<file path="config.mk">
export PLATFORM = sky130hd
export DESIGN_NAME = lpmr_ctrl
export DESIGN_NICKNAME = d
export VERILOG_FILES = /design/src/rtl/core/lpmr_pkg.sv /design/src/rtl/core/lpmr_ctrl.sv
export SDC_FILE = /design/constraint.sdc
export NUM_CORES = 1
export LEC_CHECK = 0
export BUFFER_PORTS_ARGS = -buffer_cell sky130_fd_sc_hd__buf_2
export CORE_MARGIN = 2
export CORE_UTILIZATION = 45
export CTS_CLUSTER_DIAMETER = 150
export DETAILED_ROUTE_END_ITERATION = 8
export GPL_ROUTABILITY_DRIVEN = 0
export MAX_ROUTING_LAYER = met4
export PLACE_DENSITY = 0.64
export SETUP_SLACK_MARGIN = 0.05
export SYNTH_ARGS = -nofsm -noshare
export SYNTH_HDL_FRONTEND = slang
export SYNTH_SLANG_ARGS = --single-unit
</file>
<file path="constraint.sdc">
create_clock -name clk -period 9.48 [get_ports clk]
set_clock_uncertainty 0.05 [all_clocks]
set_input_delay 0.474 -clock clk [delete_from_list [all_inputs] [get_ports clk]]
set_output_delay 0.474 -clock clk [all_outputs]
set_load 0.01 [all_outputs]
</file>
<file path="src/rtl/core/lpmr_pkg.sv">
// Package for the length-prefixed message ring.
// Holds the shared codes, widths, state and config types.
// No dependencies.
package lpmr_pkg;

  localparam int BufferBytes = 4096;
  localparam int AddrW       = $clog2(BufferBytes);
  localparam int OffW        = AddrW + 1;
  localparam int MaxMessage  = 64;
  localparam int HdrBytes    = 4;

  localparam logic [2:0] OP_PUSH   = 3'd0;
  localparam logic [2:0] OP_POP    = 3'd1;
  localparam logic [2:0] OP_PEEK   = 3'd2;
  localparam logic [2:0] OP_DROP   = 3'd3;

  localparam logic [2:0] ST_OK      = 3'd0;
  localparam logic [2:0] ST_EMPTY   = 3'd1;
  localparam logic [2:0] ST_BADLEN  = 3'd2;
  localparam logic [2:0] ST_FULL    = 3'd3;
  localparam logic [2:0] ST_WRAP    = 3'd4;
  localparam logic [2:0] ST_CORRUPT = 3'd5;
  localparam logic [2:0] ST_SMALL   = 3'd6;

  localparam logic [1:0] PH_IDLE    = 2'd0;
  localparam logic [1:0] PH_ACTIVE  = 2'd1;
  localparam logic [1:0] PH_DISCARD = 2'd2;

  localparam logic [0:0] REG_QUEUE_LEN   = 1'b0;
  localparam logic [0:0] REG_RESERVE_LEN = 1'b1;

  typedef enum logic [2:0] {
    S_IDLE,
    S_PUSH_WR,
    S_HDR,
    S_CHK,
    S_STRM
  } lpmr_state_t;

  typedef struct packed {
    logic [OffW-1:0] queue_len;
    logic [11:0]     reserve_len;
    logic            clear;
  } lpmr_cfg_t;

  function automatic logic [AddrW-1:0] ring_addr(logic [OffW-1:0] p, logic [OffW-1:0] ql);
    logic [OffW-1:0] d;
    d = (p >= ql) ? p - ql : p;
    return d[AddrW-1:0];
  endfunction

endpackage

</file>
<file path="src/rtl/core/lpmr_ctrl.sv">
// Sequencer for the message ring: offsets, push phase, header fetch, streaming.
// Depends on lpmr_pkg; drives the ring RAM port.
module lpmr_ctrl
  import lpmr_pkg::*;
(
  input  logic             clk,
  input  logic             rst_n,
  input  lpmr_cfg_t        cfg,
  input  logic             start,
  output logic             busy,
  input  logic [2:0]       in_operation,
  input  logic [7:0]       in_data_byte,
  input  logic [6:0]       in_message_length,
  input  logic             in_last_byte,
  input  logic [6:0]       in_max_out_length,
  output logic             out_valid,
  output logic [2:0]       out_status,
  output logic [7:0]       out_data_byte_res,
  output logic [6:0]       out_message_length_res,
  output logic             out_last,
  output logic [12:0]      out_used_length,
  output logic [12:0]      out_free_length,
  output logic             ram_we,
  output logic [AddrW-1:0] ram_addr,
  output logic [7:0]       ram_wdata,
  input  logic [7:0]       ram_rdata
);

  lpmr_state_t state_r, state_nxt;
  logic [OffW-1:0] head_r, head_nxt, tail_r, tail_nxt, wm_r, wm_nxt;
  logic            wmv_r, wmv_nxt;
  logic            wrapd_r, wrapd_nxt;
  logic [OffW-1:0] wp_r, wp_nxt, base_r, base_nxt, p_r, p_nxt;
  logic [1:0]      phase_r, phase_nxt;
  logic [6:0]      pend_r, pend_nxt, recv_r, recv_nxt;
  logic [2:0]      disc_r, disc_nxt, st_r, st_nxt;
  logic [2:0]      wcnt_r, wcnt_nxt;
  logic [7:0]      byte_r, byte_nxt;
  logic [2:0]      op_r, op_nxt;
  logic [6:0]      maxo_r, maxo_nxt, len_r, len_nxt, i_r, i_nxt;
  logic            jump_r, jump_nxt;
  logic [31:0]     hdr_r, hdr_nxt;
  logic            ov_r, ov_nxt, olast_r, olast_nxt, osel_r, osel_nxt;
  logic [2:0]      ost_r, ost_nxt;
  logic [6:0]      olen_r, olen_nxt;

  logic [14:0]     used_x;
  logic            used_bad;
  logic [OffW-1:0] span, free_v;
  logic [OffW-1:0] need, start_pos, wpn, hnew, hsum;
  logic            wrap;
  logic [2:0]      pf_st;
  logic            hdr_bad;
  logic [6:0]      vlen;

  always_comb begin
    if (head_r == tail_r) begin
      used_x = '0;
    end else if (head_r < tail_r) begin
      used_x = {2'b0, tail_r - head_r};
    end else if (wmv_r) begin
      used_x = {2'b0, wm_r} + {2'b0, tail_r} - {2'b0, head_r};
    end else begin
      used_x = {2'b0, cfg.queue_len} - {2'b0, head_r} + {2'b0, tail_r};
    end
    used_bad = used_x[14] || (used_x > {2'b0, cfg.queue_len}) || (used_x <= 15'(HdrBytes));
    if (head_r == tail_r) begin
      span = cfg.queue_len;
    end else if (head_r < tail_r) begin
      span = cfg.queue_len - (tail_r - head_r);
    end else begin
      span = head_r - tail_r;
    end
    free_v = (span < {1'b0, cfg.reserve_len}) ? '0 : span - {1'b0, cfg.reserve_len};
  end

  always_comb begin
    need  = OffW'(in_message_length) + OffW'(HdrBytes);
    wrap  = 1'b0;
    pf_st = ST_OK;
    if (in_message_length == '0 || in_message_length > 7'(MaxMessage)) begin
      pf_st = ST_BADLEN;
    end else if (free_v < need || span <= need) begin
      pf_st = ST_FULL;
    end else if ((cfg.queue_len - tail_r) < need) begin
      if (wmv_r) begin
        pf_st = ST_WRAP;
      end else if (head_r > tail_r) begin
        pf_st = ST_CORRUPT;
      end else if (head_r <= need) begin
        pf_st = ST_FULL;
      end else begin
        wrap = 1'b1;
      end
    end
    start_pos = wrap ? '0 : tail_r;
  end

  always_comb begin
    vlen    = hdr_r[6:0];
    hdr_bad = (hdr_r[31:7] != '0) || (vlen == '0) || (vlen > 7'(MaxMessage)) ||
              ({8'b0, vlen} > used_x - 15'(HdrBytes));
    hsum    = p_r + OffW'(HdrBytes) + OffW'(vlen);
    hnew    = (hsum >= cfg.queue_len) ? hsum - cfg.queue_len : hsum;
  end

  always_comb begin
    state_nxt = state_r;
    head_nxt = head_r; tail_nxt = tail_r; wm_nxt = wm_r; wmv_nxt = wmv_r;
    wrapd_nxt = wrapd_r;
    wp_nxt = wp_r; base_nxt = base_r; p_nxt = p_r;
    phase_nxt = phase_r; pend_nxt = pend_r; recv_nxt = recv_r;
    disc_nxt = disc_r; st_nxt = st_r; wcnt_nxt = wcnt_r; byte_nxt = byte_r;
    op_nxt = op_r; maxo_nxt = maxo_r; len_nxt = len_r; i_nxt = i_r;
    jump_nxt = jump_r; hdr_nxt = hdr_r;
    ov_nxt = 1'b0; olast_nxt = 1'b1; osel_nxt = 1'b0; ost_nxt = ost_r; olen_nxt = olen_r;
    ram_we = 1'b0; ram_wdata = '0;
    ram_addr = ring_addr(p_r, cfg.queue_len);
    wpn = wp_r;
    case (state_r)
      S_IDLE: begin
        if (start) begin
          op_nxt   = in_operation;
          maxo_nxt = in_max_out_length;
          case (in_operation)
            OP_PUSH: begin
              byte_nxt = in_data_byte;
              if (phase_r == PH_DISCARD) begin
                ov_nxt = 1'b1; ost_nxt = disc_r; olen_nxt = '0;
                if (in_last_byte) begin
                  phase_nxt = PH_IDLE;
                end
              end else if (phase_r == PH_IDLE && pf_st != ST_OK) begin
                ov_nxt = 1'b1; ost_nxt = pf_st; olen_nxt = '0;
                disc_nxt  = pf_st;
                phase_nxt = in_last_byte ? PH_IDLE : PH_DISCARD;
              end else begin
                if (phase_r == PH_IDLE) begin
                  base_nxt  = start_pos;
                  wcnt_nxt  = '0;
                  wpn       = start_pos + OffW'(HdrBytes + 1);
                  pend_nxt  = in_message_length;
                  recv_nxt  = 7'd1;
                  wrapd_nxt = wrap;
                end else begin
                  base_nxt = wp_r - OffW'(HdrBytes);
                  wcnt_nxt = 3'(HdrBytes);
                  wpn      = wp_r + 1'b1;
                  recv_nxt = recv_r + 1'b1;
                end
                wp_nxt    = wpn;
                phase_nxt = PH_ACTIVE;
                st_nxt    = ST_OK;
                if (recv_nxt >= pend_nxt) begin
                  if ((phase_r == PH_IDLE) ? wrap : wrapd_r) begin
                    wm_nxt  = tail_r;
                    wmv_nxt = 1'b1;
                  end
                  wrapd_nxt = 1'b0;
                  tail_nxt = (wpn >= cfg.queue_len) ? wpn - cfg.queue_len : wpn;
                  if (in_last_byte) begin
                    phase_nxt = PH_IDLE;
                  end else begin
                    phase_nxt = PH_DISCARD;
                    disc_nxt  = ST_BADLEN;
                  end
                end else if (in_last_byte) begin
                  phase_nxt = PH_IDLE;
                  st_nxt    = ST_BADLEN;
                  wrapd_nxt = 1'b0;
                end
                state_nxt = S_PUSH_WR;
              end
            end
            OP_POP, OP_PEEK, OP_DROP: begin
              if (used_x == '0) begin
                ov_nxt = 1'b1; ost_nxt = ST_EMPTY; olen_nxt = '0;
              end else if (used_bad) begin
                ov_nxt = 1'b1; ost_nxt = ST_CORRUPT; olen_nxt = '0;
              end else begin
                jump_nxt  = wmv_r && (head_r == wm_r);
                p_nxt     = jump_nxt ? '0 : head_r;
                wcnt_nxt  = '0;
                state_nxt = S_HDR;
              end
            end
            default: begin
              ov_nxt = 1'b1; ost_nxt = ST_OK; olen_nxt = '0;
            end
          endcase
        end
      end
      S_PUSH_WR: begin
        ram_we    = 1'b1;
        ram_addr  = ring_addr(base_r + OffW'(wcnt_r), cfg.queue_len);
        ram_wdata = (wcnt_r == 3'd0) ? {1'b0, pend_r} :
                    (wcnt_r == 3'(HdrBytes)) ? byte_r : 8'd0;
        wcnt_nxt  = wcnt_r + 1'b1;
        if (wcnt_r == 3'(HdrBytes)) begin
          ov_nxt = 1'b1; ost_nxt = st_r; olen_nxt = '0;
          state_nxt = S_IDLE;
        end
      end
      S_HDR: begin
        ram_addr = ring_addr(p_r + OffW'(wcnt_r), cfg.queue_len);
        if (wcnt_r != 3'd0) begin
          hdr_nxt = {ram_rdata, hdr_r[31:8]};
        end
        wcnt_nxt = wcnt_r + 1'b1;
        if (wcnt_r == 3'(HdrBytes)) begin
          state_nxt = S_CHK;
        end
      end
      S_CHK: begin
        len_nxt   = vlen;
        i_nxt     = '0;
        state_nxt = S_IDLE;
        if (hdr_bad) begin
          ov_nxt = 1'b1; ost_nxt = ST_CORRUPT; olen_nxt = '0;
        end else if (op_r == OP_POP && vlen > maxo_r) begin
          ov_nxt = 1'b1; ost_nxt = ST_SMALL; olen_nxt = vlen;
        end else begin
          if (op_r != OP_PEEK) begin
            head_nxt = hnew;
            if (jump_r) begin
              wmv_nxt = 1'b0;
            end
          end
          if (op_r == OP_DROP) begin
            ov_nxt = 1'b1; ost_nxt = ST_OK; olen_nxt = vlen;
          end else begin
            state_nxt = S_STRM;
          end
        end
      end
      S_STRM: begin
        ram_addr  = ring_addr(p_r + OffW'(HdrBytes) + OffW'(i_r), cfg.queue_len);
        ov_nxt    = 1'b1;
        osel_nxt  = 1'b1;
        ost_nxt   = ST_OK;
        olen_nxt  = len_r;
        olast_nxt = (i_r + 1'b1 == len_r);
        i_nxt     = i_r + 1'b1;
        if (olast_nxt) begin
          state_nxt = S_IDLE;
        end
      end
      default: state_nxt = S_IDLE;
    endcase
    if (cfg.clear) begin
      head_nxt = '0; tail_nxt = '0; wm_nxt = '0; wmv_nxt = 1'b0; wp_nxt = '0;
      phase_nxt = PH_IDLE; pend_nxt = '0; recv_nxt = '0; disc_nxt = ST_OK;
      wrapd_nxt = 1'b0;
    end
  end

  always_ff @(posedge clk) begin
    if (!rst_n) begin
      state_r <= S_IDLE;
      head_r <= '0; tail_r <= '0; wm_r <= '0; wmv_r <= 1'b0; wp_r <= '0;
      phase_r <= PH_IDLE; pend_r <= '0; recv_r <= '0; disc_r <= ST_OK;
      wrapd_r <= 1'b0;
      ov_r <= 1'b0;
    end else begin
      state_r <= state_nxt;
      head_r <= head_nxt; tail_r <= tail_nxt; wm_r <= wm_nxt; wmv_r <= wmv_nxt;
      wp_r <= wp_nxt; phase_r <= phase_nxt; pend_r <= pend_nxt; recv_r <= recv_nxt;
      disc_r <= disc_nxt;
      wrapd_r <= wrapd_nxt;
      ov_r <= ov_nxt;
    end
  end

  always_ff @(posedge clk) begin
    base_r <= base_nxt; p_r <= p_nxt; st_r <= st_nxt; wcnt_r <= wcnt_nxt;
    byte_r <= byte_nxt; op_r <= op_nxt; maxo_r <= maxo_nxt; len_r <= len_nxt;
    i_r <= i_nxt; jump_r <= jump_nxt; hdr_r <= hdr_nxt;
    olast_r <= olast_nxt; osel_r <= osel_nxt; ost_r <= ost_nxt; olen_r <= olen_nxt;
  end

  assign busy                   = (state_r != S_IDLE);
  assign out_valid              = ov_r;
  assign out_status             = ost_r;
  assign out_data_byte_res      = osel_r ? ram_rdata : 8'd0;
  assign out_message_length_res = olen_r;
  assign out_last               = olast_r;
  assign out_used_length        = used_x[12:0];
  assign out_free_length        = free_v;

endmodule

</file>
Yosys cells after proc, flatten, opt, wreduce, memory -nomap -nowiden
Index checks and enable logic that the tools add are counted.

storage, ports and cells
  output and inout bits = 68
  memories kept = 0
  input port bits = 63
  bits in writable memories = 0
  bits in read-only memories = 0
  latch bits = 0
  register bits = 186
  logic and storage cells = 293

cells by class
  bitwise logic cells = 7
  divide/modulo/power cells = 0
  reductions and logical operators = 43
  equal/unequal tests = 38
  multiply operators = 0
  muxes and demuxes = 130
  shift-type cells = 0
  $add $sub $neg = 28
  $lt $le $gt $ge = 20

operator list
  operator                                                          number
  13-bit two-way mux                                                13
  7-bit two-way mux                                                 21
  3-bit two-way mux                                                 34
  13-bit greater-or-equal comparator                                6
  13-bit subtractor                                                 6
  12-bit two-way mux                                                4
  12-bit subtractor                                                 4
  15-bit two-way mux                                                3
  12-bit case mux with 3 select lines                               1
  8-bit two-way mux                                                 4
  1-bit two-way mux                                                 31
  7-bit case mux with 2 select lines                                2
  7-bit case mux with 4 select lines                                1
  13-bit by 3-bit adder with 13-bit output                          2
  13-bit by 3-bit adder with 13-bit output (second input constant)  2
  13-bit by 7-bit adder with 13-bit output                          2
  13-bit == test                                                    2
  13-bit by 8-bit <= comparator with 1-bit output                   2
  13-bit by 8-bit less-than comparator with 1-bit output            2
  2-bit inequality test (second input constant)                     13
  25-bit nonzero test                                               1
  3-bit case mux with 2 select lines                                4
  6-bit AND reduction                                               3
  14-bit by 14-bit adder with 15-bit output                         1
  other kinds (53)                                                  102

Longest topological paths before layout
  depth in word-level cells = 24
  gate-level depth with buffers = 55
  depth with buffers taken out = 53

Worst setup path before layout
No wires, ideal clock.

  path type = flip-flop to flip-flop
  start point = reg head_r[1]
  end point = reg tail_r[3]
  arrival = 10.162 ns
  required time = 9.344 ns
  period minus slack after synthesis = 10.298 ns
  cell stages (with the launch flop) = 52
  buffers on the path = 1
  setup time = 0.086 ns
  path slack = -0.818 ns
  cells stage by stage = dfxtp_1 > inv_1 > ha_1 > nor2b_1 > o31a_1 > o21ai_0 > nor2b_1 > xnor2_1 > inv_1 > ha_1 > or3_1 > nor2_1 > nor2_1 > nor2_1 > xor2_1 > nor2_1 > a211oi_1 > a21oi_1 > [16 not listed] > nor3_1 > nor2_1 > ha_1 > or3_1 > mux2i_1 > nor2_1 > ha_1 > o21ai_0 > a21boi_0 > o21ai_0 > a211oi_1 > o21ai_0 > a21oi_1 > or3_1 > a21oi_1 > clkbuf_1 > a21oi_1 > a211oi_1

between the ends
  word-level cells in the longest chain between the ends = 20
  elaborated cells on any way between the ends = 42
  those cells by class = 6 x add/sub; 7 x order compare; 1 x eq/ne; 23 x mux; 1 x bitwise; 4 x reduce/logical

ends and longest elaborated chain
  what                                                                                                                              line              RTL
  start: declaration                                                                                                                lpmr_ctrl.sv:30   logic [OffW-1:0] head_r, head_nxt, tail_r, tail_nxt, wm_r, wm_nxt;
  start signal: assignment                                                                                                          lpmr_ctrl.sv:266  head_r <= head_nxt; tail_r <= tail_nxt; wm_r <= wm_nxt; wmv_r <= wmv_nxt;
  13-bit subtractor (2 in series)                                                                                                   lpmr_ctrl.sv:70   span = cfg.queue_len - (tail_r - head_r);
  13-bit two-way mux                                                                                                                lpmr_ctrl.sv:69   end else if (head_r < tail_r) begin
  13-bit two-way mux *                                                                                                              lpmr_ctrl.sv:67   if (head_r == tail_r) begin
  13-bit by 12-bit subtractor with 13-bit output / 13-bit by 12-bit less-than comparator with 1-bit output (equally long branches)  lpmr_ctrl.sv:74   free_v = (span < {1'b0, cfg.reserve_len}) ? '0 : span - {1'b0, cfg.reserve_len};
  13-bit two-way mux *                                                                                                              lpmr_ctrl.sv:74
  net out_free_length[6]                                                                                                            lpmr_ctrl.sv:22   output logic [12:0] out_free_length,
  13-bit by 8-bit less-than comparator with 1-bit output *                                                                          lpmr_ctrl.sv:83   end else if (free_v < need || span <= need) begin
  1-bit logical OR *                                                                                                                lpmr_ctrl.sv:83
  [4 not listed]                                                                                                                    n/a
  13-bit two-way mux                                                                                                                lpmr_ctrl.sv:138  if (phase_r == PH_IDLE) begin
  13-bit two-way mux                                                                                                                lpmr_ctrl.sv:133  end else if (phase_r == PH_IDLE && pf_st != ST_OK) begin
  13-bit two-way mux                                                                                                                lpmr_ctrl.sv:128  if (phase_r == PH_DISCARD) begin
  13-bit two-way mux                                                                                                                lpmr_ctrl.sv:125  case (in_operation)
  13-bit two-way mux                                                                                                                lpmr_ctrl.sv:122  if (start) begin
  13-bit two-way mux                                                                                                                lpmr_ctrl.sv:120  case (state_r)
  13-bit subtractor / 13-bit greater-or-equal comparator (equally long branches)                                                    lpmr_ctrl.sv:160  tail_nxt = (wpn >= cfg.queue_len) ? wpn - cfg.queue_len : wpn;
  13-bit two-way mux                                                                                                                lpmr_ctrl.sv:160
  end signal: assignment                                                                                                            lpmr_ctrl.sv:266
  end: declaration                                                                                                                  lpmr_ctrl.sv:30

The timed path passes the listed nets; every way through them passes the cells marked *. The select of a mux whose other input is x is not followed.
A chain may end at the register's enable or synchronous reset.

Worst setup path in the final report
  start point = reg head_r[1]
  end point = reg tail_r[0]

between the ends
  word-level cells in the longest chain between the ends = 20
  elaborated cells on any way between the ends = 42
  those cells by class = 6 x add/sub; 7 x order compare; 1 x eq/ne; 23 x mux; 1 x bitwise; 4 x reduce/logical

ends and longest elaborated chain
  what                                                                                                                              line
  13-bit subtractor (2 in series)                                                                                                   lpmr_ctrl.sv:70
  13-bit two-way mux                                                                                                                lpmr_ctrl.sv:69
  13-bit two-way mux                                                                                                                lpmr_ctrl.sv:67
  13-bit by 12-bit subtractor with 13-bit output / 13-bit by 12-bit less-than comparator with 1-bit output (equally long branches)  lpmr_ctrl.sv:74
  13-bit two-way mux                                                                                                                lpmr_ctrl.sv:74
  13-bit by 8-bit less-than comparator with 1-bit output                                                                            lpmr_ctrl.sv:83
  1-bit logical OR                                                                                                                  lpmr_ctrl.sv:83
  1-bit two-way mux                                                                                                                 lpmr_ctrl.sv:83
  [3 not listed]                                                                                                                    n/a
  13-bit two-way mux                                                                                                                lpmr_ctrl.sv:138
  13-bit two-way mux                                                                                                                lpmr_ctrl.sv:133
  13-bit two-way mux                                                                                                                lpmr_ctrl.sv:128
  13-bit two-way mux                                                                                                                lpmr_ctrl.sv:125
  13-bit two-way mux                                                                                                                lpmr_ctrl.sv:122
  13-bit two-way mux                                                                                                                lpmr_ctrl.sv:120
  13-bit subtractor / 13-bit greater-or-equal comparator (equally long branches)                                                    lpmr_ctrl.sv:160
  13-bit two-way mux                                                                                                                lpmr_ctrl.sv:160

Parallel ways exist; a longest one is shown, timed or not. The select of a mux whose other input is x is not followed.

==> qor.yml <==
cts_max_level: 4
detailedRoute.firstPassIterationCount: 6
max_stage_delay_ns: 0.40
die-area_um2: 48900
maxSlewViolCount: 0
grt_pass1_wl_um: 115000
synth_edf_count: 105
grt_use_total: 0.308
end_kind: "flip-flop"
rows: 79
pre_cts_ws_ns: -0.209
tritoncts: "yes"
wl_um: 76200
leakagePower_nw: 10.9
yosys.cell_types.count: 77
route.vias.total: 21200
postSynthCellCount: 2600
drv_cap: 0
cts_max_path_buffers: 2
arrival_ns: 9.47
avgRoutedWirePerCell_um: 21.8
crit_required_ns: 9.83
io_buffers: 130
cpMaxStageDelayCell: "or3_4"
layoutNonFillerInstCount: 3491
cts-root-buf: "clkbuf_16"
start_util: 0.456
min_period_ns: 9.12
async_reset_ff_frac: 0
fin_area_um2: 24900
hold_path.class: "primary input to flip-flop"
setup_violations: 0
crit_type: "flip-flop to flip-flop"
multi_input_area_um2: 15700
core_area_um2: 46600
ys_top_cells_by_area: "ha_1 16%, edfxtp_1 15%, dfxtp_1 7.5%"
fin_crit_sh: 0.962
syn-mean-instance-area_um2: 8.16
synth_nets: 2971
rsz0062_at_grt: "yes"
gr-total-overflow: 0
yosysWarnings: 0
critPathMaxFanout: 6
hold_viol_final: 0
layout-drive-gt1-share: 0.165
layout_commonest_cell: "ha_1"
ant_nets: 0
grt_pass1_vias: 20300
routed_via_density: 6.08
ir_drop_v: 0.000175
worstMarginPinSlew_ns: 1.14
synth_flop_cell: "edfxtp_1"
grt_max_degree: 67
clock_sinks: 184
synth_area_um2: 21200
seq_area_um2: 4740
drt_iter0_markers: 2120
syn_to_final_growth_pct: 17.1
num_io_pins: 131
antenna_found_initial: 1
clk_latency_ns: 0.46
max_slew_margin: 0.237
nets: 3241
power_density_nw_per_um2: 126
outcome: "completed"
clk_pin_slew_ns: 0.08
start_kind: "flip-flop"
final_cell_mix: "271 x ha_1, 263 x nor2_1, 202 x inv_1"
ys_ff_latch: 184
synth_top_cell_area_share: 0.164
die_height_um: 221
fmax_ghz: 0.110
dpl_cell_area_um2: 23700
synth_area_leader_cell: "ha_1"
yosysSeqAreaShare: 0.223
drc: 0
cts_buffers: 17
setup_ws_ns: 0.361
die_w_um: 221
dp_hpwl_um: 60300
nFillCells: 4342
dp_cells: 3434
-- layout make-up --
class | instances | share of cell area
tap | 607 | 0.0306
timing repair buffer | 335 | 0.0894
antenna | 1 | 0.000101
multi-input combinational | 2126 | 0.634
sequential | 184 | 0.191
clock inverter | 15 | 0.00745
inverter | 206 | 0.0311
clock buffer | 17 | 0.0171
-- sequential cells by signal, summed over array words and instances, names as in the netlist, 2 cells and up --
| register | cells |
|---|---|
| head_r | 13 |
| op_r | 3 |
| pend_r | 7 |
| phase_r | 2 |
| byte_r | 8 |
| out_status | 3 |
| tail_r | 13 |
| maxo_r | 7 |
| wm_r | 13 |
| wp_r | 13 |
| len_r | 7 |
| base_r | 13 |
| disc_r | 3 |
| p_r | 13 |
| i_r | 7 |
| state_r | 3 |
| wcnt_r | 3 |
| recv_r | 7 |
| hdr_r | 32 |
| out_message_length_res | 7 |
-- cell usage after synthesis, drive strengths merged (27+ instances only) --
| cell type | n |
|---|---|
| dfxtp | 79 |
| o21a | 47 |
| inv | 206 |
| xor2 | 82 |
| nand2 | 163 |
| nand2b | 35 |
| or3 | 31 |
| edfxtp | 105 |
| a21oi | 171 |
| nor2b | 47 |
| nor2 | 272 |
| nand3 | 71 |
| fa | 30 |
| and3 | 27 |
| mux2i | 71 |
| ha | 278 |
| a21o | 47 |
| xnor2 | 140 |
| o21ai | 133 |
| o31ai | 34 |
| clkbuf | 62 |
| nand4 | 36 |
| a211oi | 49 |
| nor3 | 59 |
-- cell families after synthesis --
family	count (synthesis)	share of synthesized area
multiplexers	75	0.0356
buffers and inverters	290	0.0525
AND/OR/NAND/NOR	831	0.189
adder cells (fa/ha/maj)	308	0.192
flip-flops	184	0.223
AO/OA/AOI/OAI	690	0.215
XOR/XNOR	222	0.0916
-- per-layer routing --
metal / routed length [µm] / global-route usage
met5: 0 / -
met4: 4290 / 0.150
met3: 5740 / 0.0368
met2: 35400 / 0.502
met1: 30700 / 0.379
-- power by group --
group	leakage (nW)	internal, mW	switching, mW
Combinational	9.00	0.572	0.833
Clock	0.297	0.361	0.377
Sequential	1.58	0.929	0.0654
-- worst paths after layout --
path                                       from  slack (ns)   endpoint  cells past startpoint
worst max-delay path                  head_r[1]        0.36  tail_r[0]                     50
worst max register to register        head_r[1]        0.36  tail_r[0]                     50
worst min register to register        hdr_r[18]        0.39  hdr_r[10]                      0
worst min-delay path            in_data_byte[6]        0.13  byte_r[6]                      1
-- repair_timing --
item	in CTS	in global routing
cloned	0	1
hold endpoints to repair	0	0
buffers inserted	2	21
pin swaps	2	54
gates resized for setup	5	78
hold buffers	0	0
setup endpoints to repair	13	13
-- through the flow --
step / setup TNS [ns] / utilization / total power [mW] / hold slack [ns]
final: 0 / 0.534 / 3.14 / 0.130
after global routing: -0.471 / 0.534 / 3.31 / 0.115
after detailed placement: -1.08 / 0.510 / 2.37 / 0.379
after global placement: 0 / 0.510 / 2.32 / 0.377
after CTS: 0 / 0.523 / 3.11 / 0.111
after floorplan: 0 / - / 1.94 / 0.367
-- critical path, delay by kind of cell, from the launching register on --
family                   cells  cell delay (ns)
AND/OR/NAND/NOR             14             1.77
buffers and inverters        8             0.99
flip-flops                   1             0.34
multiplexers                 1             0.30
XOR/XNOR                     2             0.54
AO/OA/AOI/OAI               19             3.26
adder cells (fa/ha/maj)      6             1.77
(Power assumes the default switching activity.)
